### src/hdl/dda_pkg.sv
package dda_pkg;

   localparam int CoordW = 6;
   localparam int InW    = 8;
   localparam int ColorW = 8;
   localparam int AccW   = 14;
   localparam int CntW   = 6;

   localparam logic [CoordW-1:0] MaxCanvas   = 6'd63;
   localparam logic [CoordW-1:0] CanvasReset = 6'd63;

   typedef enum logic {
      CsrCanvasWidth  = 1'b0,
      CsrCanvasHeight = 1'b1
   } csr_index_type;

   typedef enum logic {
      DivXByY = 1'b0,
      DivYByX = 1'b1
   } div_sel_type;

   typedef struct packed {
      logic signed [InW-1:0] start_x;
      logic signed [InW-1:0] start_y;
      logic signed [InW-1:0] end_x;
      logic signed [InW-1:0] end_y;
      logic [ColorW-1:0]     pen_color;
   } dda_req_type;

   typedef struct packed {
      logic [CoordW-1:0] pixel_x;
      logic [CoordW-1:0] pixel_y;
      logic [ColorW-1:0] pixel_color;
      logic              last_pixel;
   } dda_rsp_type;

   typedef struct packed {
      logic        load;
      logic        setup;
      logic        prep;
      logic        div_go;
      div_sel_type div_sel;
      logic        step;
   } dda_cmd_type;

   typedef struct packed {
      logic both_nz;
      logic div_done;
      logic last;
   } dda_sts_type;

endpackage

### src/hdl/dda_div.sv
module dda_div (
   input  logic                      clock,
   input  logic                      reset,
   input  logic                      go,
   input  logic [dda_pkg::CoordW-1:0] dividend,
   input  logic [dda_pkg::CoordW-1:0] divisor,
   output logic                      done,
   output logic [dda_pkg::CoordW-1:0] quotient,
   output logic [dda_pkg::CoordW-1:0] remainder
);

   localparam int W    = dda_pkg::CoordW;
   localparam int StepW = $clog2(W + 1);

   logic [W-1:0]     rem_ff, rem_in;
   logic [W-1:0]     quo_ff, quo_in;
   logic [W-1:0]     dvs_ff;
   logic [StepW-1:0] cnt_ff;
   logic             done_ff;
   logic [W:0]       shifted;
   logic [W+1:0]     diff;

   // one restoring step: bring in the next dividend bit, try the subtract
   always_comb begin
      shifted = {rem_ff, quo_ff[W-1]};
      diff    = {1'b0, shifted} - {2'b00, dvs_ff};
      if (!diff[W+1]) begin
         rem_in = diff[W-1:0];
         quo_in = {quo_ff[W-2:0], 1'b1};
      end else begin
         rem_in = shifted[W-1:0];
         quo_in = {quo_ff[W-2:0], 1'b0};
      end
   end

   always_ff @(posedge clock) begin
      if (reset) begin
         cnt_ff  <= '0;
         done_ff <= 1'b0;
      end else begin
         done_ff <= 1'b0;
         if (go) begin
            cnt_ff <= StepW'(W);
         end else if (cnt_ff != '0) begin
            cnt_ff <= cnt_ff - StepW'(1);
            if (cnt_ff == StepW'(1)) begin
               done_ff <= 1'b1;
            end
         end
      end
   end

   always_ff @(posedge clock) begin
      if (go) begin
         rem_ff <= '0;
         quo_ff <= dividend;
         dvs_ff <= divisor;
      end else if (cnt_ff != '0) begin
         rem_ff <= rem_in;
         quo_ff <= quo_in;
      end
   end

   assign done      = done_ff;
   assign quotient  = quo_ff;
   assign remainder = rem_ff;

endmodule

### src/hdl/dda_dp.sv
module dda_dp (
   input  logic                       clock,
   input  logic                       reset,
   input  logic [dda_pkg::CoordW-1:0] canvas_width,
   input  logic [dda_pkg::CoordW-1:0] canvas_height,
   input  dda_pkg::dda_req_type       req,
   input  dda_pkg::dda_cmd_type       cmd,
   output dda_pkg::dda_sts_type       sts,
   output logic                       rsp_valid,
   output dda_pkg::dda_rsp_type       rsp_data
);

   localparam int W  = dda_pkg::CoordW;
   localparam int IW = dda_pkg::InW;
   localparam int AW = dda_pkg::AccW;
   localparam int CW = dda_pkg::CntW;

   localparam logic signed [AW-1:0] AccOne   = AW'(1);
   localparam logic signed [IW-1:0] CoordInc = IW'(1);
   localparam logic signed [IW-1:0] CoordDec = '1;

   function automatic logic [W-1:0] clamp_coord(input logic signed [IW-1:0] v,
                                                input logic [W-1:0] hi);
      logic signed [IW-1:0] hi_s;
      hi_s = $signed({{(IW-W){1'b0}}, hi});
      if (v < 0) begin
         return '0;
      end else if (v > hi_s) begin
         return hi;
      end else begin
         return v[W-1:0];
      end
   endfunction

   dda_pkg::dda_req_type req_ff;
   dda_pkg::dda_rsp_type rsp_data_ff;
   dda_pkg::div_sel_type sel_ff;

   logic [W-1:0]         ax_ff, ay_ff, bx_ff, by_ff;
   logic [W-1:0]         dx_ff, dy_ff;
   logic                 xneg_ff, yneg_ff;
   logic signed [IW-1:0] x_ff, y_ff, x_in, y_in;
   logic signed [AW-1:0] qx_ff, qy_ff, rx_ff, ry_ff;
   logic signed [AW-1:0] qx_in, qy_in, rx_in, ry_in;
   logic signed [AW-1:0] qx_a, qy_a, rx_a, ry_a, dx_ext, dy_ext;
   logic [W-1:0]         quo_xy_ff, rem_xy_ff, quo_yx_ff, rem_yx_ff;
   logic [CW-1:0]        cnt_ff;
   logic                 first_ff;
   logic                 rsp_valid_ff;

   logic [W-1:0]         w_eff, h_eff;
   logic                 swap;
   logic signed [IW-1:0] sx, sy, ex, ey;
   logic                 xneg_c, yneg_c;
   logic [W-1:0]         dx_c, dy_c;
   logic                 step_x, step_y, ends, last_c;
   logic [W-1:0]         div_dividend, div_divisor, div_quo, div_rem;
   logic                 div_done;

   assign w_eff = (canvas_width  > dda_pkg::MaxCanvas) ? dda_pkg::MaxCanvas : canvas_width;
   assign h_eff = (canvas_height > dda_pkg::MaxCanvas) ? dda_pkg::MaxCanvas : canvas_height;

   // order endpoints, both axes together
   always_comb begin
      swap = (req_ff.start_x > req_ff.end_x) || (req_ff.start_y > req_ff.end_y);
      sx   = swap ? req_ff.end_x   : req_ff.start_x;
      sy   = swap ? req_ff.end_y   : req_ff.start_y;
      ex   = swap ? req_ff.start_x : req_ff.end_x;
      ey   = swap ? req_ff.start_y : req_ff.end_y;
   end

   // deltas and directions from the clamped endpoints
   always_comb begin
      xneg_c = ax_ff > bx_ff;
      yneg_c = ay_ff > by_ff;
      dx_c   = xneg_c ? (ax_ff - bx_ff) : (bx_ff - ax_ff);
      dy_c   = yneg_c ? (ay_ff - by_ff) : (by_ff - ay_ff);
   end

   assign div_dividend = (cmd.div_sel == dda_pkg::DivXByY) ? dx_c : dy_c;
   assign div_divisor  = (cmd.div_sel == dda_pkg::DivXByY) ? dy_c : dx_c;

   dda_div u_div (
      .clock     (clock),
      .reset     (reset),
      .go        (cmd.div_go),
      .dividend  (div_dividend),
      .divisor   (div_divisor),
      .done      (div_done),
      .quotient  (div_quo),
      .remainder (div_rem)
   );

   // one DDA step from the current point
   always_comb begin
      dx_ext = $signed({{(AW-W){1'b0}}, dx_ff});
      dy_ext = $signed({{(AW-W){1'b0}}, dy_ff});
      qx_a   = qx_ff;
      qy_a   = qy_ff;
      rx_a   = rx_ff;
      ry_a   = ry_ff;
      if ((dx_ff != '0) && (dy_ff != '0)) begin
         qx_a = qx_ff + $signed({{(AW-W){1'b0}}, quo_xy_ff});
         qy_a = qy_ff + $signed({{(AW-W){1'b0}}, quo_yx_ff});
         rx_a = rx_ff + $signed({{(AW-W){1'b0}}, rem_xy_ff});
         ry_a = ry_ff + $signed({{(AW-W){1'b0}}, rem_yx_ff});
      end else if (dy_ff == '0) begin
         qx_a = qx_ff + AccOne;
      end else begin
         qy_a = qy_ff + AccOne;
      end
      step_x = (qx_a > 0) || (rx_a >= dy_ext);
      step_y = (qy_a > 0) || (ry_a >= dx_ext);
      x_in   = step_x ? (x_ff + (xneg_ff ? CoordDec : CoordInc)) : x_ff;
      y_in   = step_y ? (y_ff + (yneg_ff ? CoordDec : CoordInc)) : y_ff;
      qx_in  = step_x ? (qx_a - AccOne) : qx_a;
      rx_in  = step_x ? (rx_a - dy_ext) : rx_a;
      qy_in  = step_y ? (qy_a - AccOne) : qy_a;
      ry_in  = step_y ? (ry_a - dx_ext) : ry_a;
      ends   = ((x_ff == $signed({{(IW-W){1'b0}}, bx_ff})) &&
                (y_ff == $signed({{(IW-W){1'b0}}, by_ff}))) ||
               (x_ff == $signed({{(IW-W){1'b0}}, w_eff})) ||
               (y_ff == $signed({{(IW-W){1'b0}}, h_eff}));
      // current pixel is final if the line ends here, the length cap is reached or the next one falls below zero
      last_c = (first_ff && (dx_ff == '0) && (dy_ff == '0)) ||
               (!first_ff && ends) ||
               (cnt_ff == '1) ||
               x_in[IW-1] || y_in[IW-1];
   end

   always_comb begin
      sts          = '0;
      sts.both_nz  = (dx_c != '0) && (dy_c != '0);
      sts.div_done = div_done;
      sts.last     = last_c;
   end

   always_ff @(posedge clock) begin
      if (reset) begin
         rsp_valid_ff <= 1'b0;
      end else begin
         rsp_valid_ff <= cmd.step;
      end
   end

   always_ff @(posedge clock) begin
      if (cmd.load) begin
         req_ff <= req;
      end
      if (cmd.setup) begin
         ax_ff <= clamp_coord(sx, w_eff);
         ay_ff <= clamp_coord(sy, h_eff);
         bx_ff <= clamp_coord(ex, w_eff);
         by_ff <= clamp_coord(ey, h_eff);
      end
      if (cmd.prep) begin
         dx_ff    <= dx_c;
         dy_ff    <= dy_c;
         xneg_ff  <= xneg_c;
         yneg_ff  <= yneg_c;
         x_ff     <= $signed({{(IW-W){1'b0}}, ax_ff});
         y_ff     <= $signed({{(IW-W){1'b0}}, ay_ff});
         qx_ff    <= '0;
         qy_ff    <= '0;
         rx_ff    <= '0;
         ry_ff    <= '0;
         cnt_ff   <= '0;
         first_ff <= 1'b1;
      end
      if (cmd.div_go) begin
         sel_ff <= cmd.div_sel;
      end
      if (div_done) begin
         if (sel_ff == dda_pkg::DivXByY) begin
            quo_xy_ff <= div_quo;
            rem_xy_ff <= div_rem;
         end else begin
            quo_yx_ff <= div_quo;
            rem_yx_ff <= div_rem;
         end
      end
      if (cmd.step) begin
         rsp_data_ff.pixel_x     <= x_ff[W-1:0];
         rsp_data_ff.pixel_y     <= y_ff[W-1:0];
         rsp_data_ff.pixel_color <= req_ff.pen_color;
         rsp_data_ff.last_pixel  <= last_c;
         x_ff     <= x_in;
         y_ff     <= y_in;
         qx_ff    <= qx_in;
         qy_ff    <= qy_in;
         rx_ff    <= rx_in;
         ry_ff    <= ry_in;
         cnt_ff   <= cnt_ff + CW'(1);
         first_ff <= 1'b0;
      end
   end

   assign rsp_valid = rsp_valid_ff;
   assign rsp_data  = rsp_data_ff;

endmodule

### src/hdl/dda_ctrl.sv
module dda_ctrl (
   input  logic                 clock,
   input  logic                 reset,
   input  logic                 start,
   input  dda_pkg::dda_sts_type sts,
   output logic                 busy,
   output dda_pkg::dda_cmd_type cmd
);

   typedef enum logic [2:0] {
      IDLE,
      SETUP,
      CHECK,
      DIVX,
      DIVY,
      RUN
   } state_type;

   state_type state_ff, state_in;
   logic      busy_ff;

   always_comb begin
      state_in = state_ff;
      cmd      = '0;
      case (state_ff)
         IDLE: begin
            if (start) begin
               cmd.load = 1'b1;
               state_in = SETUP;
            end
         end
         SETUP: begin
            cmd.setup = 1'b1;
            state_in  = CHECK;
         end
         CHECK: begin
            cmd.prep = 1'b1;
            if (sts.both_nz) begin
               cmd.div_go  = 1'b1;
               cmd.div_sel = dda_pkg::DivXByY;
               state_in    = DIVX;
            end else begin
               state_in = RUN;
            end
         end
         DIVX: begin
            if (sts.div_done) begin
               cmd.div_go  = 1'b1;
               cmd.div_sel = dda_pkg::DivYByX;
               state_in    = DIVY;
            end
         end
         DIVY: begin
            if (sts.div_done) begin
               state_in = RUN;
            end
         end
         RUN: begin
            cmd.step = 1'b1;
            if (sts.last) begin
               state_in = IDLE;
            end
         end
         default: begin
            state_in = IDLE;
         end
      endcase
   end

   always_ff @(posedge clock) begin
      if (reset) begin
         state_ff <= IDLE;
         busy_ff  <= 1'b0;
      end else begin
         state_ff <= state_in;
         busy_ff  <= (state_in != IDLE);
      end
   end

   assign busy = busy_ff;

endmodule

### src/hdl/dda_line_rasterizer.sv
// Channel   Ports                                 Transfer
// --------  ------------------------------------  -----------------------------------
// command   start, busy, req                      edge with start high and busy low
// pixel     rsp_valid, rsp_data                   every edge closing a rsp_valid cycle
// csr       csr_we, csr_index, csr_wdata          every edge with csr_we high
//
// Sequence: after a command transfer, the SETUP state orders and clamps the
// endpoints and the CHECK state derives the deltas. If both axes move, the shared
// 6-step divider runs twice (dx/dy, then dy/dx). Then one pixel per cycle, up to 64.
// Reset: synchronous, active high; canvas registers return to 63.
// Stalls: the pixel receiver cannot stall; busy drops with the last pixel.
module dda_line_rasterizer (
   input  logic                       clock,
   input  logic                       reset,
   input  logic                       start,
   output logic                       busy,
   input  dda_pkg::dda_req_type       req,
   output logic                       rsp_valid,
   output dda_pkg::dda_rsp_type       rsp_data,
   input  logic                       csr_we,
   input  logic                       csr_index,
   input  logic [dda_pkg::CoordW-1:0] csr_wdata
);

   logic [dda_pkg::CoordW-1:0] canvas_width_ff;
   logic [dda_pkg::CoordW-1:0] canvas_height_ff;
   dda_pkg::dda_cmd_type       cmd;
   dda_pkg::dda_sts_type       sts;

   // canvas registers; write them only while idle, a line reads them live
   always_ff @(posedge clock) begin
      if (reset) begin
         canvas_width_ff  <= dda_pkg::CanvasReset;
         canvas_height_ff <= dda_pkg::CanvasReset;
      end else if (csr_we) begin
         if (csr_index == dda_pkg::CsrCanvasWidth) begin
            canvas_width_ff <= csr_wdata;
         end else begin
            canvas_height_ff <= csr_wdata;
         end
      end
   end

   // sequence setup, divisions and the pixel run
   dda_ctrl u_ctrl (
      .clock (clock),
      .reset (reset),
      .start (start),
      .sts   (sts),
      .busy  (busy),
      .cmd   (cmd)
   );

   // hold the command, step the accumulators, drive each pixel transfer
   dda_dp u_dp (
      .clock         (clock),
      .reset         (reset),
      .canvas_width  (canvas_width_ff),
      .canvas_height (canvas_height_ff),
      .req           (req),
      .cmd           (cmd),
      .sts           (sts),
      .rsp_valid     (rsp_valid),
      .rsp_data      (rsp_data)
   );

endmodule

### config.mk
export PLATFORM = sky130hd
export DESIGN_NAME = dda_line_rasterizer
export DESIGN_NICKNAME = d
export VERILOG_FILES = /design/src/hdl/dda_pkg.sv /design/src/hdl/dda_div.sv /design/src/hdl/dda_dp.sv /design/src/hdl/dda_ctrl.sv /design/src/hdl/dda_line_rasterizer.sv
export SDC_FILE = /design/constraint.sdc
export NUM_CORES = 1
export LEC_CHECK = 0
export BUFFER_PORTS_ARGS = -buffer_cell sky130_fd_sc_hd__buf_2
export CORE_MARGIN = 8
export CORE_UTILIZATION = 57
export CTS_CLUSTER_DIAMETER = 60
export DETAILED_ROUTE_END_ITERATION = 6
export PLACE_DENSITY = 0.78
export SYNTH_ARGS = -nofsm -noshare
export SYNTH_HDL_FRONTEND = slang
export SYNTH_SLANG_ARGS = --single-unit
### constraint.sdc
create_clock -name clock -period 5.6 [get_ports clock]
set_clock_uncertainty 0.1 [all_clocks]
set_input_delay 1.12 -clock clock [delete_from_list [all_inputs] [get_ports clock]]
set_output_delay 1.12 -clock clock [all_outputs]
set_load 0.01 [all_outputs]
==> results of run 1 <==
[worst max path at each step]
| stage | from | endpoint | slack [ns] |
|---|---|---|---|
| after floorplan | u_dp.req_ff[33] | u_dp.by_ff[0] | 0.08 |
| after global placement | u_dp.req_ff[9] | u_dp.bx_ff[0] | 0.48 |
| after detailed placement | u_dp.req_ff[9] | u_dp.bx_ff[4] | 0.28 |
| after CTS | u_dp.req_ff[9] | u_dp.by_ff[5] | 0.24 |
| after global routing | u_dp.req_ff[9] | u_dp.bx_ff[1] | 0.07 |
| final | u_dp.req_ff[9] | u_dp.bx_ff[4] | 0.41 |
[cell type report]
cell class	count	area, µm²	area share [%]
Clock buffer	29	726	3.97
Clock inverter	23	352	1.93
Inverter	113	424	2.32
Multi-Input combinational cell	1206	8730	47.8
Sequential cell	242	6990	38.3
Tap cell	384	480	2.63
Timing Repair Buffer	96	563	3.08
[registers in the layout (all words and copies together), names as in the netlist, 8 cells and up]
name           count
u_dp.req_ff       40
u_dp.qx_ff        14
u_dp.rsp_data     21
u_dp.ry_ff        14
u_dp.x_ff          8
u_dp.qy_ff        14
u_dp.rx_ff        14
u_dp.y_ff          8
[cell usage after synthesis, types with 31 or more instances]
cell	count	area (µm²)
xor2_1	64	561
edfxtp_1	214	6430
ha_1	123	1540
clkbuf_1	41	154
inv_1	111	417
nand2_1	138	518
xnor2_1	71	622
or3_1	31	194
nand3_1	33	165
a21oi_1	74	370
nor3_1	38	190
a21o_1	31	233
nor2_1	152	571
o21ai_0	58	290
[logic make-up (layout without fill, tap and decap cells)]
| kind of cell | after synthesis | after routing |
|---|---|---|
| AND/OR/NAND/NOR | 534 | 534 |
| XOR/XNOR | 135 | 135 |
| flip-flops | 242 | 242 |
| buffers and inverters | 163 | 261 |
| multiplexers | 42 | 42 |
| AO/OA/AOI/OAI | 359 | 359 |
| adder cells (fa/ha/maj) | 136 | 136 |
[worst max-delay path, stage by stage (launching register included)]
cell and delay (ns):
edfxtp_1 0.41, inv_1 0.07, ha_1 0.31, nor2b_1 0.14, o21a_1 0.16, o21a_1 0.16, o21a_1 0.16, o21ai_0 0.15
nand2b_1 0.07, a211oi_1 0.26, o22ai_1 0.17, nor2_4 0.21, buf_12 0.15, buf_12 0.20, mux2_2 0.35, ha_1 0.29
o21a_1 0.10, o21ai_0 0.14, nand2b_1 0.08, a21oi_1 0.15, a31oi_1 0.08, or2_2 0.36, mux2i_1 0.48, o2111a_1 0.25
[layer usage]
layer | global-route usage, % | vias up | wire length [µm]
met3 | 2.57 | 111 | 1930
met5 | 0 | - | 0
met1 | 26.7 | 6029 | 16000
met2 | 40.4 | 378 | 19300
li1 | - | 6075 | -
met4 | 8.90 | 0 | 1420
[per-stage QoR]
step	worst slack [ns]	cell area, µm²	instances	power (mW)	utilization (%)
2_1_floorplan	0.0810	16300	1611	3.77	-
3_3_place_gp	0.476	17100	2037	4.16	60.2
3_5_place_dp	0.282	17100	2037	4.23	60.2
4_1_cts	0.242	18200	2089	6.34	64.0
5_1_grt	0.0650	18300	2093	6.67	64.1
6_report	0.413	18300	2093	6.35	64.1
[repair_timing]
action | CTS | global route
buffers inserted | 0 | 4
setup endpoints to repair | 0 | 21
hold buffers | 0 | 0
gates resized for setup | 0 | 2
[power by group]
| group | total [mW] | switching, mW | internal, mW | leakage, nW |
|---|---|---|---|---|
| Clock | 2.09 | 0.774 | 1.32 | 0.518 |
| Combinational | 1.78 | 1.03 | 0.748 | 4.58 |
| Sequential | 2.48 | 0.227 | 2.25 | 2.22 |
| Total | 6.35 | 2.03 | 4.32 | 7.33 |
==> impl_results.md, run 1 <==
- Worst Setup Start Kind: register
- Num CTS Buffers: 28
- Initial DRT Pass Iterations: 7
- R2R Setup Slk: 0.41 ns
- Reg2reg start: u_dp.req_ff[9]
- Mapped Area: 16300 µm²
- WL/cell: 18.5 µm
- Global route overflow: 0
- Max Cap Violations: 0
- Arrival @ worst endpoint: 5.49 ns
- Power per Cell Area: 348 nW/µm²
- Gpl congestion: 0.943
- Final hold vios: 0
- Tcrit/Tclk final: 92.6%
- Fraction of the mapped netlist area in adder cells: 11.0%
- Share of post-route cells with drive strength above 1: 12.4%
- RSZ-0062 raised after global routing: false
- Syn Area/Cell: 10.1 µm²
- Post-Syn Instances: 1611
- Synth Area in XOR/XNOR: 7.24%
- Initial antenna violation count: 0
- CTS tree: done
- Hold path depth: 0
- Hold Path Sink: u_dp.rsp_data[1]
- CTS max path bufs: 3
- Outcome: finished clean
- Most common cell after layout, fill and taps aside: edfxtp_1
- Sequential area share after synthesis: 42.8%
- Max Slew Vio Count: 0
- Total Wirelength: 38.7 mm
- Remaining antenna violation count: 0
- Finish-stage setup viols: 0
- Post-synth ARST share: 0%
- Least-Margin Pin Slew: 1.20 ns
- Vias in the first global route: 12600
- Largest family of logic cells by synthesized area: simple AND/OR/NAND/NOR gates
- Crit path kind: register to register
- R2R cell count: 23
- Synth Flop Type: edfxtp_1
- PortBufs: 73
- Die span in x: 185 µm
- IO Pins: 74
- Flops & latches, synth: 242
- Clk_lat worst skew: 0.55 ns
- VDD IR max: 0.253 mV
- # rows: 62
- WP data required: 5.90 ns
- Die H: 185 µm
- Setup TNS Final: 0 ns
- # diodes: 0
- Endpoint class of the critical path: register
- Reg clk slew, reported paths: 0.06 ns
- Mean number of vias per cell: 6.02
- Synthesized Nets: 1798
- Hold path start: u_dp.req_ff[0]
- H-tree depth: 1
- DRC: 0
- Dpl hpwl: 28.5 mm
- Final hold slack: 0.320 ns
- P_leak: 7.33 nW
- Largest net degree at the start of global routing: 62
- Commonest non-fill, non-tap cells in the layout: edfxtp_1 (214), nor2_1 (151), nand2_1 (137)
- Post-Synth Simple-Gate Area: 16.3%
- Hold Path Class: register to register
- Netlist cell types: 91
- Filler cells: 2245
- Yosys Warn Count: 0
- Crit Path Max Fanout: 43
- CTS sink cnt: 242
- Compound-Gate Fraction of Synth Area: 16.0%
- Fmax: 193 MHz
- Min cycle time layout: 5.19 ns
- Vias: 12600
- Post-synthesis mux area share: 2.67%
- Area growth from synthesis to layout: 11.8%
- Root buffer cell: clkbuf_16
- Total track usage: 22.3%
- Die area: 34300 µm²
- Initial core utilization: 57.4%
- Core footprint: 28500 µm²
- Number of synthesized flops with an enable pin: 214
- Slew HR: 19.6%
- Global-route wire length before repair: 62.3 mm
- Fin nets: 1874
- Detailed Route Iter0 Violations: 947
- R2r endpoint: u_dp.bx_ff[4]
No activity file was read; power rests on OpenSTA's default activity.
==> inputs of run 2 (changes only) <==
- CORE_MARGIN: 8 -> 2
- CTS_BUF_LIST: default -> sky130_fd_sc_hd__clkbuf_4 sky130_fd_sc_hd__clkbuf_8 sky130_fd_sc_hd__clkbuf_16
==> impl_results.md, run 2 (synthesis results as in run 1) <==
- Total track usage: 25.4% (+3.0 points)
- Max Cap Violations: 0 (unchanged)
- Worst Setup Start Kind: register
- Worst path max stage delay: 0.44 ns (-0.04 ns)
- Crit path kind: register to register
- Top delay family on crit path: compound AO/OA/AOI/OAI gates
- PortBufs: 73 (unchanged)
- Gpl congestion: 0.914 (-3.0%)
- RSZ-0062 raised after global routing: false
- Dpl hpwl: 28.2 mm (-0.92%)
- Hold path depth: 0 (unchanged)
- Setup ws final: 0.422 ns (+0.00893 ns)
- Tcrit/Tclk final: 92.5% (-0.16 points)
- Remaining antenna violation count: 0 (unchanged)
- R2R cell count: 23 (unchanged)
- Least-Margin Pin Slew: 1.09 ns (-0.112 ns)
- Slowest CP cell: edfxtp_1
- Slew HR: 27.1% (+7.5 points)
- Arrival @ worst endpoint: 5.48 ns (about the same)
- CTS tree: done
- Filler cells: 2238 (-0.31%)
- Largest net degree at the start of global routing: 65 (+4.8%)
- Initial DRT Pass Iterations: 5 (-2)
- Final core area utilization: 64.6% (+0.49 points)
- Vias in the first global route: 12800 (+1.7%)
- Num CTS Buffers: 29 (+3.6%)
- Die span in x: 173 µm (-6.5%)
- # diodes: 0 (unchanged)
- IO Pins: 74 (unchanged)
- DRC: 0 (unchanged)
- Reg area: 6990 µm² (unchanged)
- Detailed Route Iter0 Violations: 917 (-3.2%)
- DP Area: 17100 µm² (-0.12%)
- DP Worst Slack: 0.499 ns (+0.217 ns)
- Fin nets: 1871 (-0.16%)
- Buf/Inv on CP: 2 (-1)
- Die area: 30000 µm² (-13%)
- Multi-input logic area: 8720 µm² (about the same)
- WP data required: 5.90 ns (about the same)
- Hold Path Class: register to register
- Clk_lat worst skew: 0.55 ns (about the same)
- Max Slew Vio Count: 0 (unchanged)
- Global-route wire length before repair: 62.9 mm (+0.95%)
- Most common cell after layout, fill and taps aside: edfxtp_1
- WL/cell: 18.4 µm (-0.66%)
- H-tree depth: 1 (unchanged)
- Setup bufs post-CTS: 0 (unchanged)
- Register with the most flip-flops: u_dp.req_ff
- Max FFs per register: 40 (unchanged)
- VDD IR max: 0.286 mV (+13%)
- Initial antenna violation count: 0 (unchanged)
- Reg clk slew, reported paths: 0.06 ns (about the same)
- Final hold slack: 0.319 ns (-0.00100 ns)
- Finish-stage setup viols: 0 (unchanged)
- Area growth from synthesis to layout: 10.8%
- Vias: 12500 (-0.40%)
- Die H: 173 µm (-6.5%)
- P_leak: 7.27 nW (-0.81%)
- Final hold vios: 0 (unchanged)
- Post-route cell area: 18100 µm² (-0.86%)
- Core footprint: 28000 µm² (-1.6%)
- Initial core utilization: 58.3% (+0.94 points)
- CTS sink cnt: 242 (unchanged)
- Endpoint class of the critical path: register
- Root buffer cell: clkbuf_16
- # rows: 61 (-1.6%)
- Mean number of vias per cell: 6.02 (about the same)
- Outcome: finished clean
- Total Wirelength: 38.3 mm (-1.1%)
- Setup TNS Final: 0 ns (unchanged)
- Commonest non-fill, non-tap cells in the layout: edfxtp_1 (214), nor2_1 (151), nand2_1 (137)
- Global route overflow: 0 (unchanged)
- CTS Hold Bufs: 0 (unchanged)
- Crit Path Max Fanout: 24 (-44%)
- CTS max path bufs: 3 (unchanged)
- Most used cell, CP: o21a_1
- Power per Cell Area: 339 nW/µm² (-2.4%)
- Fmax: 193 MHz (+0.17%)
- Share of post-route cells with drive strength above 1: 12.0% (-0.39 points)
- CP cell instances: inv_1 -> ha_1 -> nor2b_1 -> o21a_1 -> o21a_1 -> o21a_1 -> o21ai_0 -> nand2b_1 -> a211oi_1 -> o22ai_1 -> nor2_4 -> buf_4 -> mux2_2 -> ha_1 -> o21a_1 -> o21a_1 -> o21ai_0 -> nand2b_1 -> a21oi_1 -> a31oi_1 -> or2_2 -> mux2i_1 -> o2111a_1
- Critical path depth: 23 (unchanged)
- Min cycle time layout: 5.18 ns (-0.00893 ns)
- CTS resizes: 0 (unchanged)
run 2: changes by cell type in the layout (fill, tap and decap cells not counted), moves of 3 or more:
cell       change
clkbuf_4       +7
clkinv_2       -3
clkinv_4       -6
bufinv_16      -5
clkbuf_8       +3
inv_6          +3
run 2: power by group:
group | switching, mW | leakage (nW) | internal (mW) | total (mW)
combinational | 1.01 | 4.55 | 0.726 | 1.73
clock | 0.758 | 0.487 | 1.17 | 1.93
sequential | 0.227 | 2.22 | 2.25 | 2.48
run 2: stage by stage:
stage | std cells | total power [mW]
detailed placement | 2031 | 4.22
floorplan | 1611 | 3.77
CTS | 2084 | 6.15
global route | 2084 | 6.48
global placement | 2031 | 4.15
finish | 2084 | 6.14
run 2: worst paths after layout:
path / start / to / slack (ns)
setup / recovery: u_dp.req_ff[9] / u_dp.bx_ff[3] / 0.42
hold / removal: u_dp.req_ff[5] / u_dp.rsp_data[6] / 0.32
setup reg to reg: u_dp.req_ff[9] / u_dp.bx_ff[3] / 0.42
hold reg to reg: u_dp.req_ff[5] / u_dp.rsp_data[6] / 0.32
run 2: per-layer routing:
layer	vias to the layer above	GRT usage (%)	part of all wire (%)	wire, µm
met2	408	44.9	50	19000
li1	6056	-	-	-
met1	5961	31.1	41	15700
met4	0	11.7	4.1	1550
met5	-	0	0	0
met3	118	2.96	5.4	2070
run 2: layout make-up:
| cell class | count | share of cell area (%) |
|---|---|---|
| flip-flops and latches | 242 | 38.6 |
| multi-input cells | 1206 | 48.2 |
| well taps | 378 | 2.61 |
| clock buffers | 39 | 4.53 |
| repair buffers | 92 | 2.81 |
| inverters | 113 | 2.34 |
| clock inverters | 14 | 0.947 |
run 2: worst register-to-register path: cells and delay by family (launching register included):
kind / cells / cell delay (ns)
flops: 1 / 0.44
compound gates: 12 / 1.89
buf+inv: 2 / 0.37
simple gates: 5 / 0.82
fa+ha+maj: 2 / 0.59
mux: 2 / 0.81
==> inputs of run 3 (changes only) <==
- BUFFER_PORTS_ARGS: -buffer_cell sky130_fd_sc_hd__buf_2 -> default
- CORE_UTILIZATION: 57 -> 59
- DONT_BUFFER_PORTS: default -> 1
==> impl_results.md, run 3 (synthesis results as in run 1) <==
- Combinational Power Share: 28.6% (+0.4 points)
- Global route overflow: 0 (unchanged)
- Total Wirelength: 37.8 mm (-1.3%)
- Initial DRT Pass Iterations: 6 (+1)
- Initial core utilization: 60.3% (+2.0 points)
- Max FFs per register: 40 (unchanged)
- DP Worst Slack: 0.508 ns (+0.00821 ns)
- Die span in x: 170 µm (-1.7%)
- Commonest non-fill, non-tap cells in the layout: edfxtp_1 (214), nor2_1 (151), nand2_1 (137)
- Max Slew Vio Count: 0 (unchanged)
- CTS max path bufs: 3 (unchanged)
- Most used cell, CP: o21a_1
- Sw power: 2.02 mW (+1.6%)
- Worst Setup Start Kind: register
- Slowest CP cell: mux2i_1
- Arrival @ worst endpoint: 5.44 ns (-0.04 ns)
- Core footprint: 27100 µm² (-3.2%)
- Die area: 29000 µm² (-3.3%)
- Share of post-route cells with drive strength above 1: 8.41% (-3.6 points)
- Min cycle time layout: 5.12 ns (-0.0584 ns)
- Top delay family on crit path: compound AO/OA/AOI/OAI gates
- Max Cap Violations: 0 (unchanged)
- CTS resizes: 0 (unchanged)
- RSZ-0062 raised after global routing: false
- Vias: 12300 (-1.9%)
- Fin nets: 1803 (-3.6%)
- CTS Hold Bufs: 0 (unchanged)
- PortBufs: 0 (-100%)
- Mean number of vias per cell: 6.11 (+1.6%)
- Seq pwr share: 40.5% (about the same)
- Register with the most flip-flops: u_dp.req_ff
- CTS sink cnt: 242 (unchanged)
- Setup bufs post-CTS: 0 (unchanged)
- Least-Margin Pin Slew: 1.06 ns (-0.0344 ns)
- # rows: 60 (-1.6%)
- Gpl congestion: 0.945 (+3.4%)
- Global-route wire length before repair: 61.0 mm (-3.2%)
- Tcrit/Tclk final: 91.4% (-1.0 points)
- P_leak: 6.98 nW (-4.0%)
- IO Pins: 74 (unchanged)
- Largest net degree at the start of global routing: 50 (-23%)
- Worst path max stage delay: 0.44 ns (about the same)
- Switching Share: 33.1% (+0.71 points)
- H-tree depth: 1 (unchanged)
- Slew HR: 28.8% (+1.7 points)
- Reg clk slew, reported paths: 0.06 ns (about the same)
- Finish-stage setup viols: 0 (unchanged)
- Root buffer cell: clkbuf_16
- Post-route cell area: 17800 µm² (-1.9%)
- VDD IR max: 0.301 mV (+5.4%)
- Fmax: 195 MHz (+1.1%)
- Remaining antenna violation count: 0 (unchanged)
- DRC: 0 (unchanged)
- Cell Int Power: 4.08 mW (-1.6%)
- WL/cell: 18.8 µm (+2.2%)
- Vias in the first global route: 12000 (-5.8%)
- Crit path kind: register to register
- Area growth from synthesis to layout: 8.67%
- Detailed Route Iter0 Violations: 1021 (+11%)
- Die H: 170 µm (-1.7%)
- CTS tree: done
- Final hold vios: 0 (unchanged)
- DP Area: 16800 µm² (-2.0%)
- Outcome: finished clean
- Filler cells: 2073 (-7.4%)
- Clock share of power: 30.9% (-0.5 points)
- Num CTS Buffers: 30 (+3.4%)
- Total track usage: 26.2% (+0.86 points)
- Power per Cell Area: 344 nW/µm² (+1.4%)
- Most common cell after layout, fill and taps aside: edfxtp_1
- # diodes: 0 (unchanged)
- Crit Path Max Fanout: 14 (-42%)
- Setup ws final: 0.480 ns (+0.0584 ns)
- Hold Path Class: register to register
- Dpl hpwl: 27.7 mm (-1.9%)
- Endpoint class of the critical path: register
- Final hold slack: 0.314 ns (-0.00414 ns)
- Clk_lat worst skew: 0.56 ns (about the same)
- Buf/Inv on CP: 3 (+1)
- WP data required: 5.92 ns (+0.02 ns)
- Setup TNS Final: 0 ns (unchanged)
- Initial antenna violation count: 0 (unchanged)
[run 3: cell count changes in the layout (fill, tap and decap cells not counted), moves of 2 or more]
| cell | delta |
|---|---|
| buf_2 | -73 |
| buf_4 | +4 |
| clkbuf_4 | -2 |
| clkbuf_8 | -3 |
| clkinv_2 | +3 |
| clkinvlp_4 | +4 |
[run 3: power by group through the flow]
stage                     logic [mW]  clock network [mW]  registers (mW)
after CTS                       1.73                1.91            2.47
final                           1.75                1.88            2.47
after floorplan                 1.36                   0            2.41
after detailed placement        1.71                   0            2.50
after global routing            1.94                1.97            2.50
after global placement          1.66                   0            2.50
[run 3: worst register-to-register path: stages, from the launching register on]
cell and delay (ns):
edfxtp_1 0.42, inv_1 0.08, ha_1 0.31, nor2b_1 0.14, o21a_1 0.16, o21a_1 0.17
o21a_1 0.16, o21ai_0 0.14, nand2b_1 0.07, a211oi_1 0.22, o22ai_1 0.15, nor2_4 0.23
buf_4 0.25, buf_4 0.21, mux2i_1 0.20, ha_1 0.16, nor2b_1 0.05, o21a_1 0.16
o21a_1 0.15, o21ai_0 0.14, nand2b_1 0.07, a21oi_1 0.14, a31oi_1 0.06, or2_2 0.35
mux2i_1 0.44, o2111a_1 0.24
[run 3: cell type report]
class,instances,area (µm²),share of cell area [%]
multi-input cells,1206,8720,49.1
clock inverters,21,195,1.10
flip-flops and latches,242,6990,39.4
inverters,113,424,2.39
repair buffers,23,173,0.973
well taps,372,465,2.62
clock buffers,35,788,4.44
[run 3: worst paths after layout]
| kind | depth (start not counted) | slack [ns] | from | endpoint |
|---|---|---|---|---|
| setup reg to reg | 25 | 0.48 | u_dp.req_ff[9] | u_dp.bx_ff[3] |
| hold / removal | 0 | 0.31 | u_dp.req_ff[7] | u_dp.rsp_data[8] |
| setup / recovery | 25 | 0.48 | u_dp.req_ff[9] | u_dp.bx_ff[3] |
| hold reg to reg | 0 | 0.31 | u_dp.req_ff[7] | u_dp.rsp_data[8] |
[run 3: layer usage]
| layer | global-route usage, % | routed length (µm) | vias to the layer above |
|---|---|---|---|
| met2 | 45.3 | 18300 | 400 |
| met5 | 0 | 0 | - |
| met1 | 34.3 | 16200 | 5872 |
| li1 | - | - | 5943 |
| met4 | 8.62 | 1180 | 0 |
| met3 | 3.26 | 2130 | 85 |
[run 3: metrics by stage]
stage	utilization [%]	instances	power (mW)
after floorplan	-	1611	3.77
after global placement	61.9	1956	4.15
after detailed placement	61.9	1956	4.21
after CTS	65.5	2012	6.11
after global routing	65.5	2012	6.41
final	65.5	2012	6.10
